### config.mk
export PLATFORM = sky130hd
export DESIGN_NAME = memory_run_hole_carver_core
export DESIGN_NICKNAME = d
export VERILOG_FILES = /design/src/hw/rtl/mrhc_pkg.sv /design/src/hw/rtl/mrhc_alu.sv /design/src/hw/rtl/memory_run_hole_carver_core.sv
export SDC_FILE = /design/constraint.sdc
export NUM_CORES = 2
export LEC_CHECK = 0
export ABC_AREA = 1
export BUFFER_PORTS_ARGS = -buffer_cell sky130_fd_sc_hd__buf_2
export CAP_MARGIN = 20
export CORE_ASPECT_RATIO = 1.5
export CORE_UTILIZATION = 46
export CTS_BUF_LIST = sky130_fd_sc_hd__clkbuf_4
export CTS_CLUSTER_SIZE = 30
export DETAILED_ROUTE_END_ITERATION = 8
export HOLD_SLACK_MARGIN = 0.12
export PLACE_DENSITY = 0.61
export SLEW_MARGIN = 20
export SYNTH_ARGS = -nofsm -noshare
export SYNTH_HDL_FRONTEND = slang
export SYNTH_SLANG_ARGS = --single-unit
### constraint.sdc
create_clock -name clk -period 11.8 [get_ports clk]
set_clock_uncertainty 0.05 [all_clocks]
set_input_delay 2.36 -clock clk [delete_from_list [all_inputs] [get_ports clk]]
set_output_delay 2.36 -clock clk [all_outputs]
set_load 0.02 [all_outputs]
### src/hw/rtl/mrhc_pkg.sv
// Shared types and constants for the memory run hole carver.
`timescale 1ns / 1ps
package mrhc_pkg;

    // Default depth of the run table.
    localparam int MAX_RUNS_DEF = 16;

    // Field widths fixed by the interface.
    localparam int ADDR_W  = 64;
    localparam int INDEX_W = 4;
    localparam int TOTAL_W = 5;

    // Page rounding masks for a 4 KiB page.
    localparam logic [ADDR_W-1:0] PAGE_MASK_HIGH = 64'hFFFF_FFFF_FFFF_F000;
    localparam logic [ADDR_W-1:0] PAGE_MASK_LOW  = 64'h0000_0000_0000_0FFF;

    // Operation codes of the shared adder.
    typedef enum logic [1:0] {
        ALU_ADD  = 2'd0,   // a + b
        ALU_ADD1 = 2'd1,   // a + b + 1
        ALU_SUB  = 2'd2,   // a - b, borrow gives a < b
        ALU_SUB1 = 2'd3    // a - b - 1
    } alu_op_t;

    // Request to the shared adder.
    typedef struct packed {
        alu_op_t           op;
        logic [ADDR_W-1:0] a;
        logic [ADDR_W-1:0] b;
    } alu_req_t;

    // Answer from the shared adder.
    typedef struct packed {
        logic [ADDR_W-1:0] sum;
        logic              lt;
    } alu_rsp_t;

endpackage

### src/hw/rtl/mrhc_alu.sv
// Shared 64-bit add, subtract and compare unit of the hole carver.
`timescale 1ns / 1ps
module mrhc_alu (
    input  mrhc_pkg::alu_req_t req,
    output mrhc_pkg::alu_rsp_t rsp
);

    logic [mrhc_pkg::ADDR_W-1:0] b_sel;
    logic                        cin;
    logic [mrhc_pkg::ADDR_W:0]   full;

    // Pick the second operand polarity and the carry in for each operation.
    always_comb
    begin
        b_sel = req.b;
        cin   = 1'b0;
        unique case (req.op)
            mrhc_pkg::ALU_ADD:
            begin
                b_sel = req.b;
                cin   = 1'b0;
            end
            mrhc_pkg::ALU_ADD1:
            begin
                b_sel = req.b;
                cin   = 1'b1;
            end
            mrhc_pkg::ALU_SUB:
            begin
                b_sel = ~req.b;
                cin   = 1'b1;
            end
            mrhc_pkg::ALU_SUB1:
            begin
                b_sel = ~req.b;
                cin   = 1'b0;
            end
            default:
            begin
                b_sel = req.b;
                cin   = 1'b0;
            end
        endcase
    end

    // One carry chain; for a subtract a missing carry out means a < b.
    assign full    = {1'b0, req.a} + {1'b0, b_sel} + {{mrhc_pkg::ADDR_W{1'b0}}, cin};
    assign rsp.sum = full[mrhc_pkg::ADDR_W-1:0];
    assign rsp.lt  = ~full[mrhc_pkg::ADDR_W];

endmodule

### src/hw/rtl/memory_run_hole_carver_core.sv
// Top level of the memory run hole carver: run table, sequencer and result beat.
`timescale 1ns / 1ps
// A read loads the indexed entry and then gives its done beat. An insert loads each run in turn
// and compares it one test at a time, rewrites base and then length for a trimmed run, and moves each entry up
// on a split; the shared adder/comparator and the single table read port serialise these steps.
// busy stays high from the accepted start until the done beat; the next start is
// taken the cycle after. After reset the table holds one run, base 0 with all-ones
// byte count; the receiver cannot stall, so done is a one-cycle strobe.
module memory_run_hole_carver_core #(
    parameter int MAX_RUNS = mrhc_pkg::MAX_RUNS_DEF
) (
    input  logic                         clk,
    input  logic                         rst_n,
    input  logic                         start,
    output logic                         busy,
    input  logic                         mode,
    input  logic [mrhc_pkg::ADDR_W-1:0]  hole_start,
    input  logic [mrhc_pkg::ADDR_W-1:0]  hole_end,
    input  logic [mrhc_pkg::INDEX_W-1:0] run_index,
    output logic                         done,
    output logic [mrhc_pkg::ADDR_W-1:0]  run_base,
    output logic [mrhc_pkg::ADDR_W-1:0]  run_bytes,
    output logic [mrhc_pkg::TOTAL_W-1:0] run_total,
    output logic                         overflow,
    output logic                         index_valid
);

    localparam int AW = (MAX_RUNS > 1) ? $clog2(MAX_RUNS) : 1;
    localparam int CW = $clog2(MAX_RUNS + 1);
    localparam int IW = (CW > mrhc_pkg::INDEX_W) ? CW : mrhc_pkg::INDEX_W;
    localparam int TW = (CW > mrhc_pkg::TOTAL_W) ? CW : mrhc_pkg::TOTAL_W;
    localparam int DW = mrhc_pkg::ADDR_W;
    localparam logic [CW-1:0] MAX_CNT = CW'(MAX_RUNS);
    localparam logic [CW-1:0] ONE_CNT = CW'(1);

    typedef enum logic [13:0] {
        S_IDLE   = 14'b00000000000001,
        S_READ   = 14'b00000000000010,
        S_LOAD   = 14'b00000000000100,
        S_C1     = 14'b00000000001000,
        S_C2     = 14'b00000000010000,
        S_C3     = 14'b00000000100000,
        S_C4     = 14'b00000001000000,
        S_SPL_A  = 14'b00000010000000,
        S_SH_RD  = 14'b00000100000000,
        S_SH_WR  = 14'b00001000000000,
        S_SPL_B  = 14'b00010000000000,
        S_TRIM_A = 14'b00100000000000,
        S_TRIM_B = 14'b01000000000000,
        S_DONE   = 14'b10000000000000
    } state_t;

    state_t state_reg, state_next;

    // Item and scan registers.
    logic          mode_reg, mode_next;
    logic [DW-1:0] start_reg, start_next;
    logic [DW-1:0] end_reg, end_next;
    logic [CW-1:0] i_reg, i_next;
    logic [CW-1:0] k_reg, k_next;
    logic [CW-1:0] count_reg, count_next;
    logic [DW-1:0] rs_reg, rs_next;
    logic [DW-1:0] re_reg, re_next;
    logic          ovf_reg, ovf_next;
    logic          valid_reg, valid_next;
    logic [DW-1:0] res_base_reg, res_base_next;
    logic [DW-1:0] res_bytes_reg, res_bytes_next;

    // Run table and its ports.
    logic [DW-1:0] base_mem [MAX_RUNS];
    logic [DW-1:0] len_mem  [MAX_RUNS];
    logic [DW-1:0] base_q_reg;
    logic [DW-1:0] len_q_reg;
    logic          base0_fresh_reg;
    logic          len0_fresh_reg;
    logic          base_q0_reg;
    logic          len_q0_reg;
    logic [AW-1:0] rd_addr;
    logic          base_we;
    logic [AW-1:0] base_wa;
    logic [DW-1:0] base_wd;
    logic          len_we;
    logic [AW-1:0] len_wa;
    logic [DW-1:0] len_wd;
    logic [DW-1:0] base_m;
    logic [DW-1:0] len_m;

    // Shared adder.
    mrhc_pkg::alu_req_t alu_req;
    mrhc_pkg::alu_rsp_t alu_rsp;

    // Helpers.
    logic [IW-1:0] idx_w;
    logic [IW-1:0] cnt_w;
    logic [CW-1:0] i_inc;
    logic [CW-1:0] k_dec;
    logic [TW-1:0] total_w;

    assign idx_w   = IW'(run_index);
    assign cnt_w   = IW'(count_reg);
    assign i_inc   = i_reg + ONE_CNT;
    assign k_dec   = k_reg - ONE_CNT;
    assign total_w = TW'(count_reg);

    mrhc_alu u_alu (
        .req (alu_req),
        .rsp (alu_rsp)
    );

    // A read of entry 0 that was never written returns the reset run.
    assign base_m = base_q0_reg ? '0 : base_q_reg;
    assign len_m  = len_q0_reg ? '1 : len_q_reg;

    // Run table: one write per array and one registered read per cycle.
    always_ff @(posedge clk)
    begin
        if (base_we)
        begin
            base_mem[base_wa] <= base_wd;
        end
        if (len_we)
        begin
            len_mem[len_wa] <= len_wd;
        end
        base_q_reg <= base_mem[rd_addr];
        len_q_reg  <= len_mem[rd_addr];
    end

    // Entry 0 tracking and read-side flags.
    always_ff @(posedge clk or negedge rst_n)
    begin
        if (!rst_n)
        begin
            base0_fresh_reg <= 1'b1;
            len0_fresh_reg  <= 1'b1;
            base_q0_reg     <= 1'b0;
            len_q0_reg      <= 1'b0;
        end
        else
        begin
            base_q0_reg <= base0_fresh_reg && (rd_addr == '0);
            len_q0_reg  <= len0_fresh_reg && (rd_addr == '0);
            if (base_we && (base_wa == '0))
            begin
                base0_fresh_reg <= 1'b0;
            end
            if (len_we && (len_wa == '0))
            begin
                len0_fresh_reg <= 1'b0;
            end
        end
    end

    // Sequencer: one table entry is loaded, then in insert mode compared one test at a time.
    always_comb
    begin
        state_next     = state_reg;
        mode_next      = mode_reg;
        start_next     = start_reg;
        end_next       = end_reg;
        i_next         = i_reg;
        k_next         = k_reg;
        count_next     = count_reg;
        rs_next        = rs_reg;
        re_next        = re_reg;
        ovf_next       = ovf_reg;
        valid_next     = valid_reg;
        res_base_next  = res_base_reg;
        res_bytes_next = res_bytes_reg;
        rd_addr        = i_reg[AW-1:0];
        base_we        = 1'b0;
        base_wa        = i_reg[AW-1:0];
        base_wd        = start_reg;
        len_we         = 1'b0;
        len_wa         = i_reg[AW-1:0];
        len_wd         = alu_rsp.sum;
        alu_req.op     = mrhc_pkg::ALU_SUB;
        alu_req.a      = rs_reg;
        alu_req.b      = start_reg;

        unique case (state_reg)
            S_IDLE:
            begin
                if (start)
                begin
                    mode_next      = mode;
                    start_next     = hole_start & mrhc_pkg::PAGE_MASK_HIGH;
                    end_next       = hole_end | mrhc_pkg::PAGE_MASK_LOW;
                    ovf_next       = 1'b0;
                    valid_next     = mode && (idx_w < cnt_w);
                    res_base_next  = '0;
                    res_bytes_next = '0;
                    i_next         = mode ? idx_w[CW-1:0] : '0;
                    state_next     = S_READ;
                end
            end
            S_READ:
            begin
                // Address was set up by i_reg; data is ready next cycle.
                state_next = S_LOAD;
            end
            S_LOAD:
            begin
                alu_req.op = mrhc_pkg::ALU_ADD;
                alu_req.a  = base_m;
                alu_req.b  = len_m;
                rs_next    = base_m;
                re_next    = alu_rsp.sum;
                if (mode_reg)
                begin
                    if (valid_reg)
                    begin
                        res_base_next  = base_m;
                        res_bytes_next = len_m;
                    end
                    state_next = S_DONE;
                end
                else
                begin
                    state_next = S_C1;
                end
            end
            S_C1:
            begin
                // Run base below the hole start?
                alu_req.op = mrhc_pkg::ALU_SUB;
                alu_req.a  = rs_reg;
                alu_req.b  = start_reg;
                state_next = alu_rsp.lt ? S_C2 : S_C3;
            end
            S_C2:
            begin
                // Hole start below the run end: the run gets split, or overflow is flagged if the table is full.
                alu_req.op = mrhc_pkg::ALU_SUB;
                alu_req.a  = start_reg;
                alu_req.b  = re_reg;
                if (!alu_rsp.lt)
                begin
                    state_next = S_C3;
                end
                else if (count_reg == MAX_CNT)
                begin
                    ovf_next   = 1'b1;
                    i_next     = i_inc;
                    state_next = (i_inc < count_reg) ? S_READ : S_DONE;
                end
                else
                begin
                    k_next     = count_reg;
                    state_next = S_SPL_A;
                end
            end
            S_C3:
            begin
                // Run base below the hole end?
                alu_req.op = mrhc_pkg::ALU_SUB;
                alu_req.a  = rs_reg;
                alu_req.b  = end_reg;
                if (alu_rsp.lt)
                begin
                    state_next = S_C4;
                end
                else
                begin
                    i_next     = i_inc;
                    state_next = (i_inc < count_reg) ? S_READ : S_DONE;
                end
            end
            S_C4:
            begin
                // Hole end below the run end: trim the run and stop.
                alu_req.op = mrhc_pkg::ALU_SUB;
                alu_req.a  = end_reg;
                alu_req.b  = re_reg;
                if (alu_rsp.lt)
                begin
                    state_next = S_TRIM_A;
                end
                else
                begin
                    i_next     = i_inc;
                    state_next = (i_inc < count_reg) ? S_READ : S_DONE;
                end
            end
            S_SPL_A:
            begin
                // Lower part keeps its base and ends just below the hole.
                alu_req.op = mrhc_pkg::ALU_SUB;
                alu_req.a  = start_reg;
                alu_req.b  = rs_reg;
                len_we     = 1'b1;
                len_wa     = i_reg[AW-1:0];
                len_wd     = alu_rsp.sum;
                state_next = (k_reg > i_inc) ? S_SH_RD : S_SPL_B;
            end
            S_SH_RD:
            begin
                rd_addr    = k_dec[AW-1:0];
                state_next = S_SH_WR;
            end
            S_SH_WR:
            begin
                // Move one entry up by one place, from the top down.
                base_we    = 1'b1;
                base_wa    = k_reg[AW-1:0];
                base_wd    = base_m;
                len_we     = 1'b1;
                len_wa     = k_reg[AW-1:0];
                len_wd     = len_m;
                k_next     = k_dec;
                state_next = (k_dec > i_inc) ? S_SH_RD : S_SPL_B;
            end
            S_SPL_B:
            begin
                // Upper part starts at the hole start; the scan goes on with it.
                alu_req.op = mrhc_pkg::ALU_SUB;
                alu_req.a  = re_reg;
                alu_req.b  = start_reg;
                base_we    = 1'b1;
                base_wa    = i_inc[AW-1:0];
                base_wd    = start_reg;
                len_we     = 1'b1;
                len_wa     = i_inc[AW-1:0];
                len_wd     = alu_rsp.sum;
                count_next = count_reg + ONE_CNT;
                i_next     = i_inc;
                state_next = S_READ;
            end
            S_TRIM_A:
            begin
                alu_req.op = mrhc_pkg::ALU_ADD1;
                alu_req.a  = end_reg;
                alu_req.b  = '0;
                base_we    = 1'b1;
                base_wa    = i_reg[AW-1:0];
                base_wd    = alu_rsp.sum;
                state_next = S_TRIM_B;
            end
            S_TRIM_B:
            begin
                alu_req.op = mrhc_pkg::ALU_SUB1;
                alu_req.a  = re_reg;
                alu_req.b  = end_reg;
                len_we     = 1'b1;
                len_wa     = i_reg[AW-1:0];
                len_wd     = alu_rsp.sum;
                state_next = S_DONE;
            end
            S_DONE:
            begin
                state_next = S_IDLE;
            end
            default:
            begin
                state_next = S_IDLE;
            end
        endcase
    end

    // Control registers.
    always_ff @(posedge clk or negedge rst_n)
    begin
        if (!rst_n)
        begin
            state_reg <= S_IDLE;
            count_reg <= ONE_CNT;
            i_reg     <= '0;
            k_reg     <= '0;
            mode_reg  <= 1'b0;
            ovf_reg   <= 1'b0;
            valid_reg <= 1'b0;
        end
        else
        begin
            state_reg <= state_next;
            count_reg <= count_next;
            i_reg     <= i_next;
            k_reg     <= k_next;
            mode_reg  <= mode_next;
            ovf_reg   <= ovf_next;
            valid_reg <= valid_next;
        end
    end

    // Payload registers.
    always_ff @(posedge clk)
    begin
        start_reg     <= start_next;
        end_reg       <= end_next;
        rs_reg        <= rs_next;
        re_reg        <= re_next;
        res_base_reg  <= res_base_next;
        res_bytes_reg <= res_bytes_next;
    end

    // Result beat.
    assign busy        = (state_reg != S_IDLE);
    assign done        = (state_reg == S_DONE);
    assign run_base    = res_base_reg;
    assign run_bytes   = res_bytes_reg;
    assign run_total   = total_w[mrhc_pkg::TOTAL_W-1:0];
    assign overflow    = ovf_reg;
    assign index_valid = valid_reg;

    // The run count stays between one and the table depth.
    assert property (@(posedge clk) disable iff (!rst_n)
        (count_reg >= ONE_CNT) && (count_reg <= MAX_CNT))
        else $error("run count out of range");

    // A dropped split is only reported when the table is full.
    assert property (@(posedge clk) disable iff (!rst_n)
        (done && overflow) |-> (count_reg == MAX_CNT))
        else $error("overflow reported with room in the table");

    // A result beat is followed by an idle cycle.
    assert property (@(posedge clk) disable iff (!rst_n)
        done |=> !busy)
        else $error("block still busy after its result beat");

    // An accepted start holds the block busy.
    assert property (@(posedge clk) disable iff (!rst_n)
        (start && !busy) |=> (busy && !done))
        else $error("start accepted without going busy");

endmodule
======== Word level (Yosys, flattened, before mapping) ========
Memory sizes are Yosys's and may differ from the RTL's. A register that Yosys moved wholly into a read port is not among the register bits.
Cells that the tools add are included.
cells by class
  add/sub/neg operators ................... 5
  order comparisons ....................... 4
  equality and inequality tests ........... 26
  mux-type cells .......................... 46
  bitwise gates (word level) .............. 1
  reductions and logical operators ........ 24
operators by type and width
  cell                    count
  $pmux W130 S8           1
  $mux W64                8
  $pmux W64 S2            4
  $pmux W14 S13           1
  $mux W14                7
  $add A64 B64 Y65        1
  $add A65 B1 Y65         1
  $not A64 Y64            1
  $mux W5                 6
  $mux W11                2
  $pmux W5 S4             1
  $eq A14 B1 Y1 const B   1
  $eq A14 B10 Y1 const B  1
  $eq A14 B11 Y1 const B  1
  $eq A14 B12 Y1 const B  1
  $eq A14 B13 Y1 const B  1
  $eq A14 B14 Y1 const B  1
  $eq A14 B2 Y1 const B   1
  $eq A14 B3 Y1 const B   1
  $eq A14 B4 Y1 const B   1
  $eq A14 B5 Y1 const B   1
  $eq A14 B6 Y1 const B   1
  $eq A14 B7 Y1 const B   1
  $eq A14 B8 Y1 const B   1
  other kinds (30)        60
word-level totals
  register bits after elaboration ......... 396
  memory bits (writable) .................. 2,048
  input port bits ......................... 136
  output and inout bits ................... 137
  word-level logic and storage cells ...... 125
  memories kept ........................... 2
memory list
  name      depth  bits a word  read ports  clocked after memory_dff  wr ports  RTL line                           RTL
  base_mem  16     64           1           1                         1         memory_run_hole_carver_core.sv:70  logic [DW-1:0] base_mem [MAX_RUNS];
  len_mem   16     64           1           1                         1         memory_run_hole_carver_core.sv:71  logic [DW-1:0] len_mem [MAX_RUNS];

======== Depth between registers and ports, before layout ========
  depth in word-level cells ............... 9
  mapped depth ............................ 35
  depth with buffers taken out ............ 34

======== By module ========
Synthesis repeated with hierarchy kept, for this count alone.
second synthesis, totals
  cells, all modules ...................... 12,411
  area total of the unflattened synthesis .. 120,732.0 um2
modules (own cells, without submodules)
  module                       instances  cells an instance  area an instance (um2)  sequential area each (um2)
  memory_run_hole_carver_core  1          11,031             114,060.6               75,777.7
  mrhc_alu                     1          1,380              6,671.4                 0.0

======== Worst setup path before layout ========
No wires, ideal clock.
  kind .................................... reg-to-reg
  start ................................... register state_reg[11]
  end ..................................... register res_base_reg[0], in the netlist run_base[0], enable pin
  library setup time ...................... 0.658 ns
  data arrival time ....................... 10.028 ns
  data required time ...................... 11.092 ns
  setup slack ............................. 1.064 ns
  cell stages (with the launch flop) ...... 10
  path buffers ............................ 0
  period minus slack after synthesis ...... 10.736 ns
  cells stage by stage .................... dfrtp_1 inv_1 nand2_1 inv_1 nand2_2 nor2_4 nand2_1 inv_1 nand2_1 a21oi_1
on the way
  word-level cells in the longest chain between the ends .. 3
  elaborated cells on any way between the ends .. 7
  classes of those cells .................. eq/ne (5); reduce/logical (2)
ends and longest elaborated chain
  item                                                                        RTL line                            RTL
  start: declaration                                                          memory_run_hole_carver_core.sv:53   state_t state_reg, state_next;
  start signal: assignment                                                    memory_run_hole_carver_core.sv:375  state_reg <= state_next;
  $eq A14 B3 Y1 / $eq A14 B1 Y1 (equally long branches)                       memory_run_hole_carver_core.sv:181  unique case (state_reg)
  $ne A2 B2 Y1 (no source line) / $reduce_bool A2 Y1 (equally long branches)  n/a
  $reduce_and A4 Y1 (no source line) *                                        n/a
  end signal: assignment                                                      memory_run_hole_carver_core.sv:392  res_base_reg <= res_base_next;
  end: declaration                                                            memory_run_hole_carver_core.sv:66   logic [DW-1:0] res_base_reg, res_base_next;
Mark *: on every way between the ends. The rest lies on a longest branch, timed or not.
A chain may end at the register's enable or synchronous reset.

======== Final worst setup path ========
  start ................................... register state_reg[10]
  end ..................................... memory base_mem[3][51] in the netlist's numbering, data pin
on the way
  word-level cells in the longest chain between the ends .. 8
  elaborated cells on any way between the ends .. 24
  classes of those cells .................. add/sub (2); eq/ne (12); mux (4); bitwise (1); reduce/logical (5)
ends and longest elaborated chain
  item                                          RTL line                            RTL
  $eq A14 B13 Y1, or another cell as far along  memory_run_hole_carver_core.sv:181
  $pmux W130 S8                                 memory_run_hole_carver_core.sv:181
  $eq A2 B2 Y1, or another cell as far along    mrhc_alu.sv:17                      unique case (req.op)
  $reduce_or A2 Y1 (no source line)             n/a
  $pmux W64 S2                                  mrhc_alu.sv:17
  $add A64 B64 Y65                              mrhc_alu.sv:47                      assign full = {1'b0, req.a} + {1'b0, b_sel} + {{mrhc_pkg::ADDR_W{1'b0}}, cin};
  $add A65 B1 Y65                               mrhc_alu.sv:47
  $pmux W64 S2 *                                memory_run_hole_carver_core.sv:181
  net base_wd[51]                               memory_run_hole_carver_core.sv:81   logic [DW-1:0] base_wd;
  end: declaration                              memory_run_hole_carver_core.sv:70
The timed path passes the listed nets; every way through them passes the cells marked *.

==> summary.md <==
| Metric | Value |
|---|---|
| Clk slew on worst S/H paths | `0.07 ns` |
| Total chip power | `~31 mW` |
| Hold buffers post-CTS | `0` |
| HP Class | `reg2reg` |
| Core Rows | `227` |
| Status | `finished clean` |
| Drt wl/cell | `24.1 um` |
| Largest net degree at the start of global routing | `192` |
| Async set-reset flop share out of synthesis | `0.0140` |
| Slew headroom | `0.170` |
| Dominant cell type by count on the critical path | `nand2_1` |
| Critical-path maximum fanout | `53` |
| Synth unique cells | `51` |
| Crit path time final | `8.69 ns` |
| Die Area | `about 260,000 um^2` |
| CP peak stage delay | `0.90 ns` |
| Placement Setup Slack | `3.39 ns` |
| Worst-Margin Slew | `around 1.2 ns` |
| Fin area | `roughly 130,000 um^2` |
| Top-area cell type share of the netlist area | `0.614` |
| Power Density | `235 nW/um^2` |
| CTS tree | `yes` |
| Clock Latency Late Sink | `~1.4 ns` |
| Worst endpoint data arrival time | `9.52 ns` |
| Register area | `75,800 um^2` |
| Share of layout cells above drive strength 1 | `0.127` |
| Synth Area in Simple Gates | `0.233` |
| Setup TNS | `0 ns` |
| CTS root buffer | `clkbuf_4` |
| Via density | `between 5 and 6` |
| YS warnings | `0` |
| RSZ-0062 raised after global routing | `no` |
| Setup violations, final | `0` |
| Mux cell area share after synthesis | `0` |
| Buffers on Ports | `248` |
| Starting Density | `0.462` |
| Syn-to-layout area delta | `11.3%` |
| Post-Route WL | `381,000 um` |
| Biggest regs | `base_mem (1024), len_mem (1024)` |
| Footprint of the multi-input gates | `33,500 um^2` |
| # DRC | `0` |
| Area contributors post-synth | `edfxtp_1 61%, nand2_1 9.2%, nand3_1 6.4%, nand3b_1 5.8%, inv_1 5.1%` |
| Slowest cell on the critical path | `a21oi_1` |
| Clock Path Buffers | `4` |
| DP Area | `~120,000 um^2` |
| First-pass DRT Iterations | `9` |
| Synthesized area per cell | `roughly 10 um^2` |
| Crit-path leading delay family | `simple AND/OR/NAND/NOR gates` |
| First-pass GRT wire length | `551,000 um` |
| Post-synthesis net count | `around 12,000` |
| H-tree Lvls | `6` |
| Synth Area in Compound Gates | `0.0337` |
| Largest family of logic cells by synthesized area | `simple AND/OR/NAND/NOR gates` |
| Vias in the first global route | `approximately 85,000` |
| Top-count cell post-synth | `nand2_1` |
| Commonest cells in the netlist | `2,878 x nand2_1, 2,408 x edfxtp_1, 1,584 x inv_1, 1,497 x nand3_1, 909 x nand3b_1` |
| Post-cts resize count | `0` |
| Drt initial violations | `about 9,700` |
| Seq/Total Area, Yosys | `0.644` |
| Die height | `622 um` |
| All-Layer GR Usage | `0.290` |
| DP HPWL | `231,000 um` |
| CP endpoint kind | `flip-flop` |
| Maxcap violations | `0` |
| Critical path class | `reg2reg` |
| Xor/xnor share of the synthesized area | `0.00424` |
| TritonCTS Sinks | `2,572` |
| Die Wd | `415 um` |
| Post-Synth Adder-Cell Area | `0.00948` |
| Detail Route Antenna Nets | `0` |
| Pleak | `54.7 nW` |
| Post-synth EDFFs | `2,408` |
| Startpoint types | `flip-flop` |
| CP Buf/Inv Count | `7` |
| Peak VDD IR | `0.179 mV` |
| Worst Path Required | `12.63 ns` |
| Synth Instances | `approximately 11,000` |
| Layout fillers | `roughly 23,000` |
| Highest Clock Rate | `115 MHz` |
| CORE AREA | `255,000 um^2` |
| Final period utilization | `0.737` |
| Setup slack, reg-to-reg | `3.11 ns` |
| DR vias | `87,600` |
| Final WS setup | `3.11 ns` |
| Mapped Area | `118,000 um^2` |
| Final Hold Fails | `0` |
| Io pins | `273` |
| GP Congestion | `1.02` |
| Antenna violations before repair | `27` |
| Cell taking the most area after synthesis | `edfxtp_1` |
| # nets final | `approximately 12,000` |
| Primary FF master, synth | `edfxtp_1` |
| Global route overflow | `0` |
| TritonCTS Buffers | `618` |
| Flops & latches, synth | `2,572` |
| Final Max Slew Viols | `0` |
| Post-CTS setup buffers | `0` |
-- cells by family (layout without fill, tap and decap cells) --
| logic type | after synthesis | count (layout) |
|---|---|---|
| and+or+nand+nor | 5843 | 5843 |
| adders and majority gates | 88 | 88 |
| AOI/OAI and AO/OA | 700 | 700 |
| other | 0 | 12 |
| xor gates and xnor gates | 57 | 57 |
| DFF | 2572 | 2572 |
| buffers and inverters | 2234 | 3203 |
-- cell usage in the layout, fill, tap and decap left out, types with 12 or more instances in the layout --
cell type | synthesis | routed
a221oi_1 | 52 | 52
o21bai_1 | 19 | 18
nand3b_1 | 909 | 909
xor2_1 | 49 | 49
nand3_1 | 1497 | 1497
dfrtp_1 | 32 | 31
clkinv_2 | 0 | 16
nor2_1 | 472 | 437
nor2_4 | 2 | 36
nand2_1 | 2878 | 2873
dfxtp_1 | 128 | 128
o211ai_1 | 49 | 49
o21ai_0 | 317 | 314
a21oi_1 | 208 | 207
edfxtp_1 | 2408 | 2408
inv_1 | 1584 | 1578
clkinv_1 | 1 | 124
and2_1 | 25 | 25
clkbuf_4 | 0 | 950
buf_4 | 21 | 220
nor3_1 | 25 | 25
ha_1 | 86 | 86
inv_2 | 13 | 25
o22ai_1 | 34 | 27
diode_2 | 0 | 12
buf_2 | 287 | 248
bufinv_16 | 0 | 22
-- stage by stage --
stage / hold WS, ns / utilization / instances
3_5_place_dp: 0.392 / 0.481 / 14700
5_1_grt: 0.416 / 0.514 / 15800
2_1_floorplan: 0.376 / - / 11500
4_1_cts: 0.404 / 0.514 / 15800
6_report: 0.403 / 0.514 / 15800
3_3_place_gp: 0.391 / 0.481 / 14700
-- power by group --
group          internal [mW]  total, mW  leakage (nW)  switching (mW)
Combinational           2.67       10.7          25.8            8.04
Clock                   4.13       7.71          4.97            3.58
Sequential              12.0       12.4          23.9           0.385
Total                   18.8       30.8          54.7            12.0
-- tightest hold or removal path, stage by stage (launching register included) --
cell,delay [ns]
dfstp_2,0.37
nand2_1,0.05
inv_1,0.04
-- metal layers --
| metal | global-route usage | vias to the layer above | routed length (um) |
|---|---|---|---|
| li1 | - | 39900 | - |
| met1 | 0.358 | 42500 | 144000 |
| met2 | 0.484 | 4220 | 185000 |
| met3 | 0.0481 | 1016 | 31200 |
| met4 | 0.159 | 2 | 21600 |
| met5 | 0 | - | 13 |
-- cell type report --
cell class | count | share of cell area
flip-flops and latches | 2572 | 0.578
multi-input cells | 6688 | 0.255
clock buffers | 945 | 0.0542
inverters | 1598 | 0.0461
well taps | 3320 | 0.0317
repair buffers | 485 | 0.0243
clock inverters | 175 | 0.00962
diodes | 12 | 0.000229
-- final timing paths --
check	end	cells after the start	startpoint
max	base_mem[3][51]$_DFFE_PP_	29	state_reg[10]$_DFFE_PN0N_
min	len0_fresh_reg$_DFFE_PN1P_	2	len0_fresh_reg$_DFFE_PN1P_
max reg2reg	base_mem[3][51]$_DFFE_PP_	29	state_reg[10]$_DFFE_PN0N_
min reg2reg	len0_fresh_reg$_DFFE_PN1P_	2	len0_fresh_reg$_DFFE_PN1P_
max in group asynchronous	len_q0_reg$_DFF_PN0_	1	rst_n
min in group asynchronous	state_reg[4]$_DFFE_PN0N_	1	rst_n
Note: power is estimated with default switching activity, not from simulation.
